==> src/lcdns_pkg.sv <==
// Shared types, constants and the control-store program for the character LCD
// nibble sequencer. Depends on nothing; used by lcdns_bin2bcd and the top level.
package lcdns_pkg;

    // Field widths fixed by the bus format.
    localparam int NUM_W      = 16;  // binary value to print
    localparam int BCD_DIGITS = 5;   // decimal digits needed for NUM_W bits
    localparam int BCD_W      = 4 * BCD_DIGITS;
    localparam int CNT_W      = 3;   // holds BCD_DIGITS
    localparam int WAIT_W     = 14;
    localparam int TIME_W     = 8;
    localparam int PC_W       = 5;
    localparam int PROG_LEN   = 19;

    // Divide by ten as a reciprocal multiplication: (v * 0xCCCD) >> 19 equals
    // floor(v / 10) for every NUM_W-bit value.
    localparam int              PROD_W      = 2 * NUM_W;
    localparam logic [NUM_W-1:0] DIV10_MUL  = 16'hCCCD;
    localparam int              DIV10_SHIFT = 19;

    // Configuration register indexes.
    localparam logic [7:0] REG_COMMAND_TIME = 8'd0;
    localparam logic [7:0] REG_CHAR_TIME    = 8'd1;

    // Reset values of the timing registers.
    localparam logic [TIME_W-1:0] COMMAND_TIME_RESET = 8'd10;
    localparam logic [TIME_W-1:0] CHAR_TIME_RESET    = 8'd20;

    // Wake-up timing: fixed enable-high time and the extra holds before it.
    localparam logic [TIME_W-1:0] WAKE_HIGH_US  = 8'd10;
    localparam logic [WAIT_W-1:0] WAKE_EXTRA_0  = 14'd15000;
    localparam logic [WAIT_W-1:0] WAKE_EXTRA_1  = 14'd5000;
    localparam logic [WAIT_W-1:0] WAKE_EXTRA_2  = 14'd100;
    localparam logic [WAIT_W-1:0] EXTRA_NONE    = 14'd0;
    localparam logic [WAIT_W-1:0] EXTRA_SHORT   = 14'd40;
    localparam logic [WAIT_W-1:0] EXTRA_CLEAR   = 14'd80;

    // Init command bytes and the ASCII digit high nibble.
    localparam logic [7:0] LCD_FUNCTION_SET = 8'h28;
    localparam logic [7:0] LCD_ENTRY_MODE   = 8'h06;
    localparam logic [7:0] LCD_DISPLAY_ON   = 8'h0E;
    localparam logic [7:0] LCD_CLEAR        = 8'h01;
    localparam logic [7:0] ASCII_ZERO       = 8'h30;
    localparam logic [3:0] WAKE_NIBBLE      = 4'h3;
    localparam logic [3:0] BUS4_NIBBLE      = 4'h2;

    typedef enum logic [1:0] {
        CMD_COMMAND = 2'd0,
        CMD_CHAR    = 2'd1,
        CMD_INIT    = 2'd2,
        CMD_NUMBER  = 2'd3
    } cmd_t;

    typedef enum logic {
        OP_EMIT    = 1'b0,
        OP_CONVERT = 1'b1
    } op_t;

    typedef enum logic [1:0] {
        NIB_CONST   = 2'd0,
        NIB_DATA_HI = 2'd1,
        NIB_DATA_LO = 2'd2,
        NIB_DIGIT   = 2'd3
    } nib_sel_t;

    typedef enum logic [1:0] {
        T_CMD  = 2'd0,
        T_CHAR = 2'd1,
        T_WAKE = 2'd2
    } time_sel_t;

    typedef enum logic [1:0] {
        SEQ_NEXT = 2'd0,
        SEQ_END  = 2'd1,
        SEQ_LOOP = 2'd2
    } seq_t;

    typedef struct packed {
        op_t                op;
        logic               rs;
        nib_sel_t           nib_sel;
        logic [3:0]         nib_const;
        time_sel_t          time_sel;
        logic [WAIT_W-1:0]  extra;
        seq_t               seq;
        logic [PC_W-1:0]    target;
    } cw_t;

    // Program entry points.
    localparam logic [PC_W-1:0] PC_COMMAND = 5'd0;
    localparam logic [PC_W-1:0] PC_CHAR    = 5'd2;
    localparam logic [PC_W-1:0] PC_INIT    = 5'd4;
    localparam logic [PC_W-1:0] PC_NUMBER  = 5'd16;
    localparam logic [PC_W-1:0] PC_DIGIT   = 5'd17;

    function automatic cw_t make_cw(op_t op, logic rs, nib_sel_t ns, logic [3:0] nc,
                                    time_sel_t ts, logic [WAIT_W-1:0] ex, seq_t sq,
                                    logic [PC_W-1:0] tg);
        cw_t w;
        w.op        = op;
        w.rs        = rs;
        w.nib_sel   = ns;
        w.nib_const = nc;
        w.time_sel  = ts;
        w.extra     = ex;
        w.seq       = sq;
        w.target    = tg;
        return w;
    endfunction

    function automatic logic [PC_W-1:0] entry_pc(cmd_t c);
        logic [PC_W-1:0] p;
        case (c)
            CMD_COMMAND: p = PC_COMMAND;
            CMD_CHAR:    p = PC_CHAR;
            CMD_INIT:    p = PC_INIT;
            CMD_NUMBER:  p = PC_NUMBER;
            default:     p = PC_COMMAND;
        endcase
        return p;
    endfunction

    // Control store: one word per step.
    function automatic cw_t rom_word(logic [PC_W-1:0] pc);
        cw_t w;
        case (pc)
            5'd0:  w = make_cw(OP_EMIT, 1'b0, NIB_DATA_HI, 4'h0, T_CMD, EXTRA_NONE,
                               SEQ_NEXT, PC_COMMAND);
            5'd1:  w = make_cw(OP_EMIT, 1'b0, NIB_DATA_LO, 4'h0, T_CMD, EXTRA_NONE,
                               SEQ_END, PC_COMMAND);
            5'd2:  w = make_cw(OP_EMIT, 1'b1, NIB_DATA_HI, 4'h0, T_CHAR, EXTRA_NONE,
                               SEQ_NEXT, PC_COMMAND);
            5'd3:  w = make_cw(OP_EMIT, 1'b1, NIB_DATA_LO, 4'h0, T_CHAR, EXTRA_NONE,
                               SEQ_END, PC_COMMAND);
            5'd4:  w = make_cw(OP_EMIT, 1'b0, NIB_CONST, WAKE_NIBBLE, T_WAKE, WAKE_EXTRA_0,
                               SEQ_NEXT, PC_COMMAND);
            5'd5:  w = make_cw(OP_EMIT, 1'b0, NIB_CONST, WAKE_NIBBLE, T_WAKE, WAKE_EXTRA_1,
                               SEQ_NEXT, PC_COMMAND);
            5'd6:  w = make_cw(OP_EMIT, 1'b0, NIB_CONST, WAKE_NIBBLE, T_WAKE, WAKE_EXTRA_2,
                               SEQ_NEXT, PC_COMMAND);
            5'd7:  w = make_cw(OP_EMIT, 1'b0, NIB_CONST, BUS4_NIBBLE, T_WAKE, EXTRA_NONE,
                               SEQ_NEXT, PC_COMMAND);
            5'd8:  w = make_cw(OP_EMIT, 1'b0, NIB_CONST, LCD_FUNCTION_SET[7:4], T_CMD,
                               EXTRA_NONE, SEQ_NEXT, PC_COMMAND);
            5'd9:  w = make_cw(OP_EMIT, 1'b0, NIB_CONST, LCD_FUNCTION_SET[3:0], T_CMD,
                               EXTRA_NONE, SEQ_NEXT, PC_COMMAND);
            5'd10: w = make_cw(OP_EMIT, 1'b0, NIB_CONST, LCD_ENTRY_MODE[7:4], T_CMD,
                               EXTRA_SHORT, SEQ_NEXT, PC_COMMAND);
            5'd11: w = make_cw(OP_EMIT, 1'b0, NIB_CONST, LCD_ENTRY_MODE[3:0], T_CMD,
                               EXTRA_NONE, SEQ_NEXT, PC_COMMAND);
            5'd12: w = make_cw(OP_EMIT, 1'b0, NIB_CONST, LCD_DISPLAY_ON[7:4], T_CMD,
                               EXTRA_SHORT, SEQ_NEXT, PC_COMMAND);
            5'd13: w = make_cw(OP_EMIT, 1'b0, NIB_CONST, LCD_DISPLAY_ON[3:0], T_CMD,
                               EXTRA_NONE, SEQ_NEXT, PC_COMMAND);
            5'd14: w = make_cw(OP_EMIT, 1'b0, NIB_CONST, LCD_CLEAR[7:4], T_CMD,
                               EXTRA_CLEAR, SEQ_NEXT, PC_COMMAND);
            5'd15: w = make_cw(OP_EMIT, 1'b0, NIB_CONST, LCD_CLEAR[3:0], T_CMD,
                               EXTRA_NONE, SEQ_END, PC_COMMAND);
            5'd16: w = make_cw(OP_CONVERT, 1'b1, NIB_CONST, 4'h0, T_CHAR, EXTRA_NONE,
                               SEQ_NEXT, PC_COMMAND);
            5'd17: w = make_cw(OP_EMIT, 1'b1, NIB_CONST, ASCII_ZERO[7:4], T_CHAR,
                               EXTRA_NONE, SEQ_NEXT, PC_COMMAND);
            5'd18: w = make_cw(OP_EMIT, 1'b1, NIB_DIGIT, 4'h0, T_CHAR, EXTRA_NONE,
                               SEQ_LOOP, PC_DIGIT);
            default: w = make_cw(OP_EMIT, 1'b0, NIB_CONST, 4'h0, T_CMD, EXTRA_NONE,
                                 SEQ_END, PC_COMMAND);
        endcase
        return w;
    endfunction

endpackage

==> src/lcdns_bin2bcd.sv <==
// Binary to BCD converter: one decimal digit per cycle, least significant first,
// with the divide by ten done as a reciprocal multiplication.
// Depends on lcdns_pkg for widths and the reciprocal constant.
module lcdns_bin2bcd (
    input  logic                       aclk,
    input  logic                       aresetn,
    input  logic                       start,
    input  logic [lcdns_pkg::NUM_W-1:0] bin_in,
    output logic                       done,
    output logic [lcdns_pkg::BCD_W-1:0] bcd_out
);

    logic [lcdns_pkg::NUM_W-1:0]  bin_reg;
    logic [lcdns_pkg::BCD_W-1:0]  bcd_reg;
    logic [lcdns_pkg::CNT_W-1:0]  cnt_reg;
    logic [lcdns_pkg::PROD_W-1:0] prod;
    logic [lcdns_pkg::NUM_W-1:0]  quot;
    logic [lcdns_pkg::NUM_W-1:0]  rem;

    // The quotient comes from the reciprocal product; the remainder is the value
    // minus ten times the quotient, built from two shifts.
    assign prod = lcdns_pkg::PROD_W'(bin_reg) * lcdns_pkg::PROD_W'(lcdns_pkg::DIV10_MUL);
    assign quot = lcdns_pkg::NUM_W'(prod[lcdns_pkg::PROD_W-1:lcdns_pkg::DIV10_SHIFT]);
    assign rem  = bin_reg - {quot[lcdns_pkg::NUM_W-4:0], 3'b000}
                          - {quot[lcdns_pkg::NUM_W-2:0], 1'b0};

    always_ff @(posedge aclk) begin
        if (!aresetn) begin
            cnt_reg <= '0;
        end else if (start) begin
            cnt_reg <= lcdns_pkg::CNT_W'(lcdns_pkg::BCD_DIGITS);
        end else if (cnt_reg != '0) begin
            cnt_reg <= cnt_reg - 1'b1;
        end
    end

    // Each new digit enters at the top, so the first one ends up in the lowest nibble.
    always_ff @(posedge aclk) begin
        if (start) begin
            bin_reg <= bin_in;
            bcd_reg <= '0;
        end else if (cnt_reg != '0) begin
            bcd_reg <= {rem[3:0], bcd_reg[lcdns_pkg::BCD_W-1:4]};
            bin_reg <= quot;
        end
    end

    assign done    = (cnt_reg == '0);
    assign bcd_out = bcd_reg;

endmodule

==> src/char_lcd_nibble_sequencer_unit.sv <==
// A byte or init request enters its first step when it is accepted, and that step
// loads the first result beat into the output register; a number request first
// waits in the decimal converter. Throughput: one pulse beat per cycle while the
// output is taken, outside the conversion step, since the microprogram step counter
// emits one beat per emit step; a new request is accepted only after the previous final beat.
// Reset: synchronous, active low; timing registers return to 10 us and 20 us.
module char_lcd_nibble_sequencer_unit #(
    parameter int DIGIT_COUNT = 4
) (
    input  logic        aclk,
    input  logic        aresetn,
    // Request channel.
    input  logic        s_tvalid,
    output logic        s_tready,
    input  logic [23:0] s_tdata,   // [7:0] data_byte, [23:8] number
    input  logic [1:0]  s_tuser,   // [1:0] cmd
    // Pulse event channel.
    output logic        m_tvalid,
    input  logic        m_tready,
    output logic [31:0] m_tdata,   // [3:0] nibble, [17:4] wait_before_us,
                                   // [25:18] high_us, [31:26] zero
    output logic        m_tuser,   // [0] rs
    output logic        m_tlast,
    // Configuration write channel.
    input  logic        cfg_valid,
    output logic        cfg_ready,
    input  logic [7:0]  cfg_index,
    input  logic [7:0]  cfg_data
);

    localparam int IDX_W = (DIGIT_COUNT > 1) ? $clog2(DIGIT_COUNT) : 1;
    localparam logic [IDX_W-1:0] IDX_FIRST = IDX_W'(DIGIT_COUNT - 1);

    // Timing registers.
    logic [lcdns_pkg::TIME_W-1:0] command_time_reg;
    logic [lcdns_pkg::TIME_W-1:0] char_time_reg;

    // Sequencer state.
    logic                       busy_reg;
    logic [lcdns_pkg::PC_W-1:0] pc_reg;
    logic [7:0]                 data_reg;
    logic [IDX_W-1:0]           idx_reg;

    // Output register.
    logic                         m_valid_reg;
    logic                         rs_reg;
    logic [3:0]                   nibble_reg;
    logic [lcdns_pkg::WAIT_W-1:0] wait_reg;
    logic [lcdns_pkg::TIME_W-1:0] high_reg;
    logic                         last_reg;

    logic                         s_fire;
    logic                         out_free;
    logic                         emit_fire;
    lcdns_pkg::cw_t               cw;
    logic [lcdns_pkg::TIME_W-1:0] t_sel;
    logic [3:0]                   nib_sel;
    logic                         last_w;
    logic                         bcd_start;
    logic                         bcd_done;
    logic [lcdns_pkg::BCD_W-1:0]  bcd;
    logic [3:0]                   digit [0:DIGIT_COUNT-1];

    assign s_tready  = !busy_reg;
    assign s_fire    = s_tvalid && s_tready;
    assign cfg_ready = 1'b1;
    assign out_free  = !m_valid_reg || m_tready;

    // The current control word drives the whole datapath.
    assign cw        = lcdns_pkg::rom_word(pc_reg);
    assign emit_fire = busy_reg && (cw.op == lcdns_pkg::OP_EMIT) && out_free;

    // The converter starts on the number request's own accept cycle.
    assign bcd_start = s_fire && (lcdns_pkg::cmd_t'(s_tuser) == lcdns_pkg::CMD_NUMBER);

    lcdns_bin2bcd u_bin2bcd (
        .aclk    (aclk),
        .aresetn (aresetn),
        .start   (bcd_start),
        .bin_in  (s_tdata[23:8]),
        .done    (bcd_done),
        .bcd_out (bcd)
    );

    // Only the low DIGIT_COUNT decimal digits are ever shown.
    for (genvar g = 0; g < DIGIT_COUNT; g++) begin : g_digit
        assign digit[g] = bcd[4*g +: 4];
    end

    always_comb begin
        case (cw.time_sel)
            lcdns_pkg::T_CMD:  t_sel = command_time_reg;
            lcdns_pkg::T_CHAR: t_sel = char_time_reg;
            lcdns_pkg::T_WAKE: t_sel = lcdns_pkg::WAKE_HIGH_US;
            default:           t_sel = command_time_reg;
        endcase
    end

    // A digit's low nibble is the digit itself, since ASCII '0' has a zero low nibble.
    always_comb begin
        case (cw.nib_sel)
            lcdns_pkg::NIB_CONST:   nib_sel = cw.nib_const;
            lcdns_pkg::NIB_DATA_HI: nib_sel = data_reg[7:4];
            lcdns_pkg::NIB_DATA_LO: nib_sel = data_reg[3:0];
            lcdns_pkg::NIB_DIGIT:   nib_sel = digit[idx_reg];
            default:                nib_sel = cw.nib_const;
        endcase
    end

    // The request ends on an END step, or on the digit loop's final pass.
    assign last_w = (cw.seq == lcdns_pkg::SEQ_END) ||
                    ((cw.seq == lcdns_pkg::SEQ_LOOP) && (idx_reg == '0));

    always_ff @(posedge aclk) begin
        if (!aresetn) begin
            command_time_reg <= lcdns_pkg::COMMAND_TIME_RESET;
            char_time_reg    <= lcdns_pkg::CHAR_TIME_RESET;
        end else if (cfg_valid && cfg_ready) begin
            if (cfg_index == lcdns_pkg::REG_COMMAND_TIME) begin
                command_time_reg <= cfg_data;
            end else if (cfg_index == lcdns_pkg::REG_CHAR_TIME) begin
                char_time_reg <= cfg_data;
            end
        end
    end

    // Step counter with conditional jumps.
    always_ff @(posedge aclk) begin
        if (!aresetn) begin
            busy_reg <= 1'b0;
            pc_reg   <= '0;
            idx_reg  <= '0;
        end else if (s_fire) begin
            busy_reg <= 1'b1;
            pc_reg   <= lcdns_pkg::entry_pc(lcdns_pkg::cmd_t'(s_tuser));
            idx_reg  <= IDX_FIRST;
        end else if (busy_reg) begin
            if (cw.op == lcdns_pkg::OP_CONVERT) begin
                if (bcd_done) begin
                    pc_reg <= pc_reg + 1'b1;
                end
            end else if (emit_fire) begin
                case (cw.seq)
                    lcdns_pkg::SEQ_NEXT: begin
                        pc_reg <= pc_reg + 1'b1;
                    end
                    lcdns_pkg::SEQ_END: begin
                        busy_reg <= 1'b0;
                    end
                    lcdns_pkg::SEQ_LOOP: begin
                        if (idx_reg == '0) begin
                            busy_reg <= 1'b0;
                        end else begin
                            idx_reg <= idx_reg - 1'b1;
                            pc_reg  <= cw.target;
                        end
                    end
                    default: begin
                        busy_reg <= 1'b0;
                    end
                endcase
            end
        end
    end

    always_ff @(posedge aclk) begin
        if (s_fire) begin
            data_reg <= s_tdata[7:0];
        end
    end

    always_ff @(posedge aclk) begin
        if (!aresetn) begin
            m_valid_reg <= 1'b0;
        end else if (emit_fire) begin
            m_valid_reg <= 1'b1;
        end else if (m_tready) begin
            m_valid_reg <= 1'b0;
        end
    end

    always_ff @(posedge aclk) begin
        if (emit_fire) begin
            rs_reg     <= cw.rs;
            nibble_reg <= nib_sel;
            wait_reg   <= cw.extra + lcdns_pkg::WAIT_W'(t_sel);
            high_reg   <= t_sel;
            last_reg   <= last_w;
        end
    end

    assign m_tvalid = m_valid_reg;
    assign m_tdata  = {6'd0, high_reg, wait_reg, nibble_reg};
    assign m_tuser  = rs_reg;
    assign m_tlast  = last_reg;

    // An accepted request always starts the sequencer.
    a_accept_starts: assert property (@(posedge aclk) disable iff (!aresetn)
        s_fire |=> busy_reg)
        else $error("sequencer not busy after request accept");

    // The final beat of a request releases the sequencer.
    a_last_ends: assert property (@(posedge aclk) disable iff (!aresetn)
        (emit_fire && last_w) |=> !busy_reg)
        else $error("sequencer still busy after final beat");

    // The step counter never leaves the program.
    a_pc_range: assert property (@(posedge aclk) disable iff (!aresetn)
        busy_reg |-> (pc_reg < lcdns_pkg::PC_W'(lcdns_pkg::PROG_LEN)))
        else $error("step counter outside program");

    // Digits are only emitted once the conversion has finished.
    a_digit_ready: assert property (@(posedge aclk) disable iff (!aresetn)
        (busy_reg && (cw.nib_sel == lcdns_pkg::NIB_DIGIT)) |-> bcd_done)
        else $error("digit emitted before conversion finished");

    // The digit index stays within the configured digit count.
    a_idx_range: assert property (@(posedge aclk) disable iff (!aresetn)
        busy_reg |-> (idx_reg <= IDX_FIRST))
        else $error("digit index out of range");

endmodule

==> config.mk <==
export PLATFORM = sky130hd
export DESIGN_NAME = char_lcd_nibble_sequencer_unit
export DESIGN_NICKNAME = d
export VERILOG_FILES = /design/src/lcdns_pkg.sv /design/src/lcdns_bin2bcd.sv /design/src/char_lcd_nibble_sequencer_unit.sv
export SDC_FILE = /design/constraint.sdc
export NUM_CORES = 1
export LEC_CHECK = 0
export BUFFER_PORTS_ARGS = -buffer_cell sky130_fd_sc_hd__clkbuf_2
export CAP_MARGIN = 20
export CORE_MARGIN = 10
export CORE_UTILIZATION = 40
export CTS_BUF_LIST = sky130_fd_sc_hd__clkbuf_4 sky130_fd_sc_hd__clkbuf_8
export CTS_CLUSTER_SIZE = 10
export DETAILED_ROUTE_END_ITERATION = 8
export SKIP_CTS_REPAIR_TIMING = 1
export SLEW_MARGIN = 15
export SYNTH_ARGS = -nofsm -noshare
export SYNTH_HDL_FRONTEND = slang
export SYNTH_SLANG_ARGS = --single-unit
==> constraint.sdc <==
create_clock -name aclk -period 6.6 [get_ports aclk]
set_input_delay 0.66 -clock aclk [delete_from_list [all_inputs] [get_ports aclk]]
set_output_delay 0.66 -clock aclk [all_outputs]
set_load 0.02 [all_outputs]
Word level (Yosys, flattened, before mapping)
Memory sizes are Yosys's and may differ from the RTL's. A register that Yosys moved wholly into a read port is not among the register bits.
Index checks and enable logic that the tools add are counted.
Word-level totals
  register bits after elaboration: 100
  output and inout port bits: 37
  memory bits (read-only): 800
  memories kept: 1
  input bits: 47
Cells by class
  reduce and logical (&&, ||, !) cells: 28
  $lt $le $gt $ge: 1
  bitwise logic cells: 4
  $add $sub $neg: 6
  multiplexer cells: 33
  equal/unequal tests: 15
  multiply operators: 1
Memory list
  (name not given): depth 32, width 25, rd ports 1, clocked after Yosys merged registers in 1, write ports 0, line lcdns_pkg.sv:126  | case (pc)
Operators with widths (count)
  $mux 5: 8
  $mul 16x16->32 const B: 1
  $mux 16: 2
  $pmux 5 s4: 1
  $pmux 4 s4: 1
  $pmux 8 s2: 1
  $add 14x8->14: 1
  $eq 2x2->1 const B: 6
  $mux 2: 6
  $pmux 5 s2: 1
  $reduce_and 5->1: 2
  $reduce_bool 2->1: 5
  $bmux 4 s2: 1
  $eq 2x1->1 const B: 4
  $eq 8x1->1 const B: 1
  $logic_not 2->1: 4
  $logic_not 8->1: 1
  $mux 4: 2
  $sub 4x4->4: 2
  $mux 1: 7
  $mux 3: 2
  $reduce_bool 3->1: 2
  $add 5x1->5 const B: 1
  $logic_and 1x1->1: 5
  other kinds (16): 21

Depth between registers and ports, before layout
  depth in word-level cells: 9
  gate-level depth with buffers: 25

By module
From an unflattened synthesis, not the netlist that was laid out.
Unflattened totals
  cell total of the unflattened synthesis: 963
  area, all modules: 9765.6 um^2
Modules (own cells, without submodules)
  lcdns_bin2bcd: times used 1, area an instance 6187.2 um^2, cells an instance 643, sequential area each 940.9 um^2
  char_lcd_nibble_sequencer_unit: times used 1, area an instance 3578.4 um^2, cells an instance 320, sequential area each 1871.8 um^2

Least setup slack after synthesis
No wires, ideal clock.
  path kind: reg-to-reg
  start point: register u_bin2bcd.bin_reg[3] in the netlist's numbering
  end point: register u_bin2bcd.bcd_reg, in the netlist u_bin2bcd.bcd_out[19]
  buffers on the path: 0
  period minus slack after synthesis: 5.779 ns
  setup time: 0.133 ns
  data arrival time: 5.646 ns
  setup slack: 0.821 ns
  stages on the path, launching flop included: 24
  cells stage by stage: edfxtp_1 > ha_1 > inv_1 > fa_1 > inv_1 > fa_1 > fa_1 > fa_1 > inv_1 > fa_1 > inv_1 > ha_1 > nand2_1 > o21ai_0 > o21ai_0 > o21ai_2 > xor2_1 > ha_1 > and2_1 > nor2b_1 > mux2i_1 > xnor2_1 > xnor2_1 > a21oi_1
On the way
  cells in the longest elaborated chain, start to end: 3
RTL lines
  start, declared: line lcdns_bin2bcd.sv:13  | logic [lcdns_pkg::NUM_W-1:0] bin_reg;
  start signal, assigned: line lcdns_bin2bcd.sv:40  | bin_reg <= bin_in;
  start signal, assigned: line lcdns_bin2bcd.sv:44  | bin_reg <= quot;
  $mul 16x16->32: line lcdns_bin2bcd.sv:22  | assign prod = lcdns_pkg::PROD_W'(bin_reg) * lcdns_pkg::PROD_W'(lcdns_pkg::DIV10_MUL);
  $sub 4x4->4: line lcdns_bin2bcd.sv:24  | assign rem = bin_reg - {quot[lcdns_pkg::NUM_W-4:0], 3'b000}
  $sub 4x4->4 *: line lcdns_bin2bcd.sv:25  | - {quot[lcdns_pkg::NUM_W-2:0], 1'b0};
  end signal, assigned: line lcdns_bin2bcd.sv:43  | bcd_reg <= {rem[3:0], bcd_reg[lcdns_pkg::BCD_W-1:4]};
  end, declared: line lcdns_bin2bcd.sv:14  | logic [lcdns_pkg::BCD_W-1:0] bcd_reg;
Mark *: on every way between the ends. The rest lies on a longest branch, timed or not.
A chain may end at the register's enable or synchronous reset.

Worst setup path in the final report
  start point: register u_bin2bcd.bin_reg[7] in the netlist's numbering
  end point: register u_bin2bcd.bcd_reg, in the netlist u_bin2bcd.bcd_out[19]
On the way
  cells in the longest elaborated chain, start to end: 3
RTL lines (line)
  $mul 16x16->32 *: lcdns_bin2bcd.sv:22
  $sub 4x4->4: lcdns_bin2bcd.sv:24
  $sub 4x4->4 *: lcdns_bin2bcd.sv:25
Marks and branches as above.

==> flow_summary.toml <==
[outcome]
status = "completed"

[critical_path]
rr_worst_depth = 23
critPathArrivalTime_ns = 6.49
crit_path_cell_trace = "ha_1 -> inv_1 -> fa_1 -> inv_1 -> fa_1 -> fa_1 -> fa_1 -> inv_1 -> fa_1 -> inv_1 -> ha_1 -> nand2_1 -> o21ai_1 -> o21ai_0 -> o21ai_2 -> xor2_1 -> ha_1 -> and2_1 -> nor2b_1 -> mux2i_1 -> xnor2_1 -> xnor2_1 -> a21oi_1"
rrSetupSlack_ns = 0.39
worstPathRequired_ns = 6.89
worst_setup_path_end_kind = "flop"
cp-start-kind = "flop"
timing.rr.end = "u_bin2bcd.bcd_out[19]"
crit_family = "adder cells"
cpMostUsedCell = "fa_1"
reg2reg_from = "u_bin2bcd.bin_reg[7]"
cp_slowest_stage_delay_ns = 0.54
crit_slowest_cell = "fa_1"
crit_path_max_fanout = 5
worst-path-buf-inv = 4
path_class = "flop to flop"

[yosys]
synth_simple_gate_area_share_pct = 10.2
synthFlopType = "dfxtp_1"
ys_ff_latch = 116
synthMuxAreaShare_pct = 4.39
ys_warn_count = 0
avgSynthCellArea_sq_um = 10.3
postSynth.asyncResetShare_pct = 0
syn-instance-count = 940
synth_compound_area_share_pct = 8.68
synth_top_family_by_area = "adder cells"
synthesis.area_sq_um = 9660
yosysSeqAreaShare_pct = 29.1
synth_adder_area_share_pct = 36.1
synth_xor_area_share_pct = 3.07
synth_enable_flop_cells = 49
ys_types = 75

[clock_tree]
clk_pin_slew_ns = 0.08
cts_sinks = 116
cts_buffers = 17
clk-insertion-delay-late_ns = 0.44
h-tree-depth = 4
cts_buffer_depth = 2
cts_tree = "yes"
cts-root-buf = "clkbuf_8"

[global_routing]
track_usage_pct = 14.8
antenna_found_initial = 1
grt_first_pass_wirelength_microns = 36100
gr-total-overflow = 0
grt_max_degree = 36
grt_pass1_vias = 6888

[placement]
dpl-instance-area_sq_um = 10300
place.port_buffers = 76
place_congestion = 0.906
dpl.hpwl_microns = 18500

[layout]
drive_gt1_share_pct = 14.5
final_core_util_pct = 45.9
layout.nets = 1296
area_growth_pct = 12.2
largest_reg_flops = 20
design_area_sq_um = 10800
layout_commonest_cell = "inv_1"
fill_cells = 2333
final_cell_mix = "169 x inv_1, 149 x ha_1, 84 x nand2_1, 81 x fa_1, 76 x clkbuf_2"

[min_path]
min_to = "data_reg[6]"
worstHoldPathType = "input port to flop"
min_from = "s_tdata[6]"
min_path_cells = 1

[route]
via_per_inst = 4.85
drc = 0
vias = 6553
drtIter0Drc = 313
drtPass1Iterations = 4
ant_nets = 0
routed_wirelength_microns = 22300
routedWlPerCell_microns = 16.5

[sta]
fin_crit_ns = 6.21
rsz0062_at_grt = "false"
worst_pin_slew_ns = 0.949
slew_viol_final = 0
tns_ns = 0
final.setup_skew_ns = 0.0135
final-hold-violation-count = 0
max_clock_freq_mhz = 161
period_share_pct = 94.1
setup_viol = 0
relSlewSlack_pct = 36.5

[floorplanning]
die_x_microns = 175
die_y_microns = 175
core_area_sq_um = 23600
num_rows = 56
start_util_pct = 40.9
io_pins = 84
dieArea_sq_um = 30800

[job]
cap_violations = 0
metrics by stage:
step / worst slack, ns / hold slack [ns] / cells
global route: 0.0416 / 0.369 / 1352
global placement: 0.299 / 0.389 / 1317
finish: 0.392 / 0.390 / 1352
detailed placement: 0.227 / 0.389 / 1317
floorplan: 0.821 / 0.386 / 945
CTS: 0.186 / 0.368 / 1349
kinds of logic after synthesis:
logic type,Yosys count
other,2
muxes,32
adders and majority gates,230
buffers and inverters,202
xor gates and xnor gates,33
DFF,116
AOI/OAI and AO/OA,130
and+or+nand+nor,195
worst max path at each step:
stage | startpoint | to | slack [ns] | cells after the start
5_1_grt | u_bin2bcd.bin_reg[1] | u_bin2bcd.bcd_out[19] | 0.04 | 23
6_report | u_bin2bcd.bin_reg[7] | u_bin2bcd.bcd_out[19] | 0.39 | 23
3_3_place_gp | u_bin2bcd.bin_reg[3] | u_bin2bcd.bcd_out[19] | 0.30 | 22
2_1_floorplan | u_bin2bcd.bin_reg[3] | u_bin2bcd.bcd_out[19] | 0.82 | 23
3_5_place_dp | u_bin2bcd.bin_reg[7] | u_bin2bcd.bcd_out[19] | 0.23 | 23
4_1_cts | u_bin2bcd.bin_reg[7] | u_bin2bcd.bcd_out[19] | 0.19 | 23
synth_stat cells (all sizes together), types with 6 or more instances:
cell | n | area (sq um)
xnor2 | 20 | 175
xor2 | 13 | 121
edfxtp | 49 | 1470
mux4 | 8 | 180
a31oi | 6 | 50.0
a21o | 9 | 67.6
dfxtp | 67 | 1340
nor2b | 22 | 148
a21oi | 52 | 264
and2 | 10 | 65.1
fa | 81 | 1620
ha | 149 | 1860
nand4 | 8 | 50.1
inv | 172 | 648
mux2i | 21 | 210
buf | 12 | 93.8
and3 | 7 | 43.8
clkbuf | 18 | 67.6
o21ai | 34 | 185
nor3 | 8 | 45.0
nand2 | 84 | 315
nand3 | 7 | 35.0
nor2 | 31 | 124
final cells by class:
cell class | count | area (sq um) | share of cell area [%]
Multi-Input combinational cell | 627 | 6060 | 55.9
Clock buffer | 21 | 270 | 2.49
Timing Repair Buffer | 85 | 465 | 4.30
Antenna cell | 1 | 2.50 | 0.0231
Clock inverter | 11 | 183 | 1.69
Tap cell | 319 | 399 | 3.68
Inverter | 172 | 648 | 5.98
Sequential cell | 116 | 2810 | 26.0
layer usage:
layer	GRT usage [%]	up-vias	share of wire, %
met4	4.42	0	1.8
met5	0	-	0
met1	18.9	3151	46
li1	-	3261	-
met2	25.0	117	48
met3	2.81	24	3.6
Power is left out: the tool's default activity adds up to more than one toggle a clock period on the data nets, which glitch-free logic cannot reach.
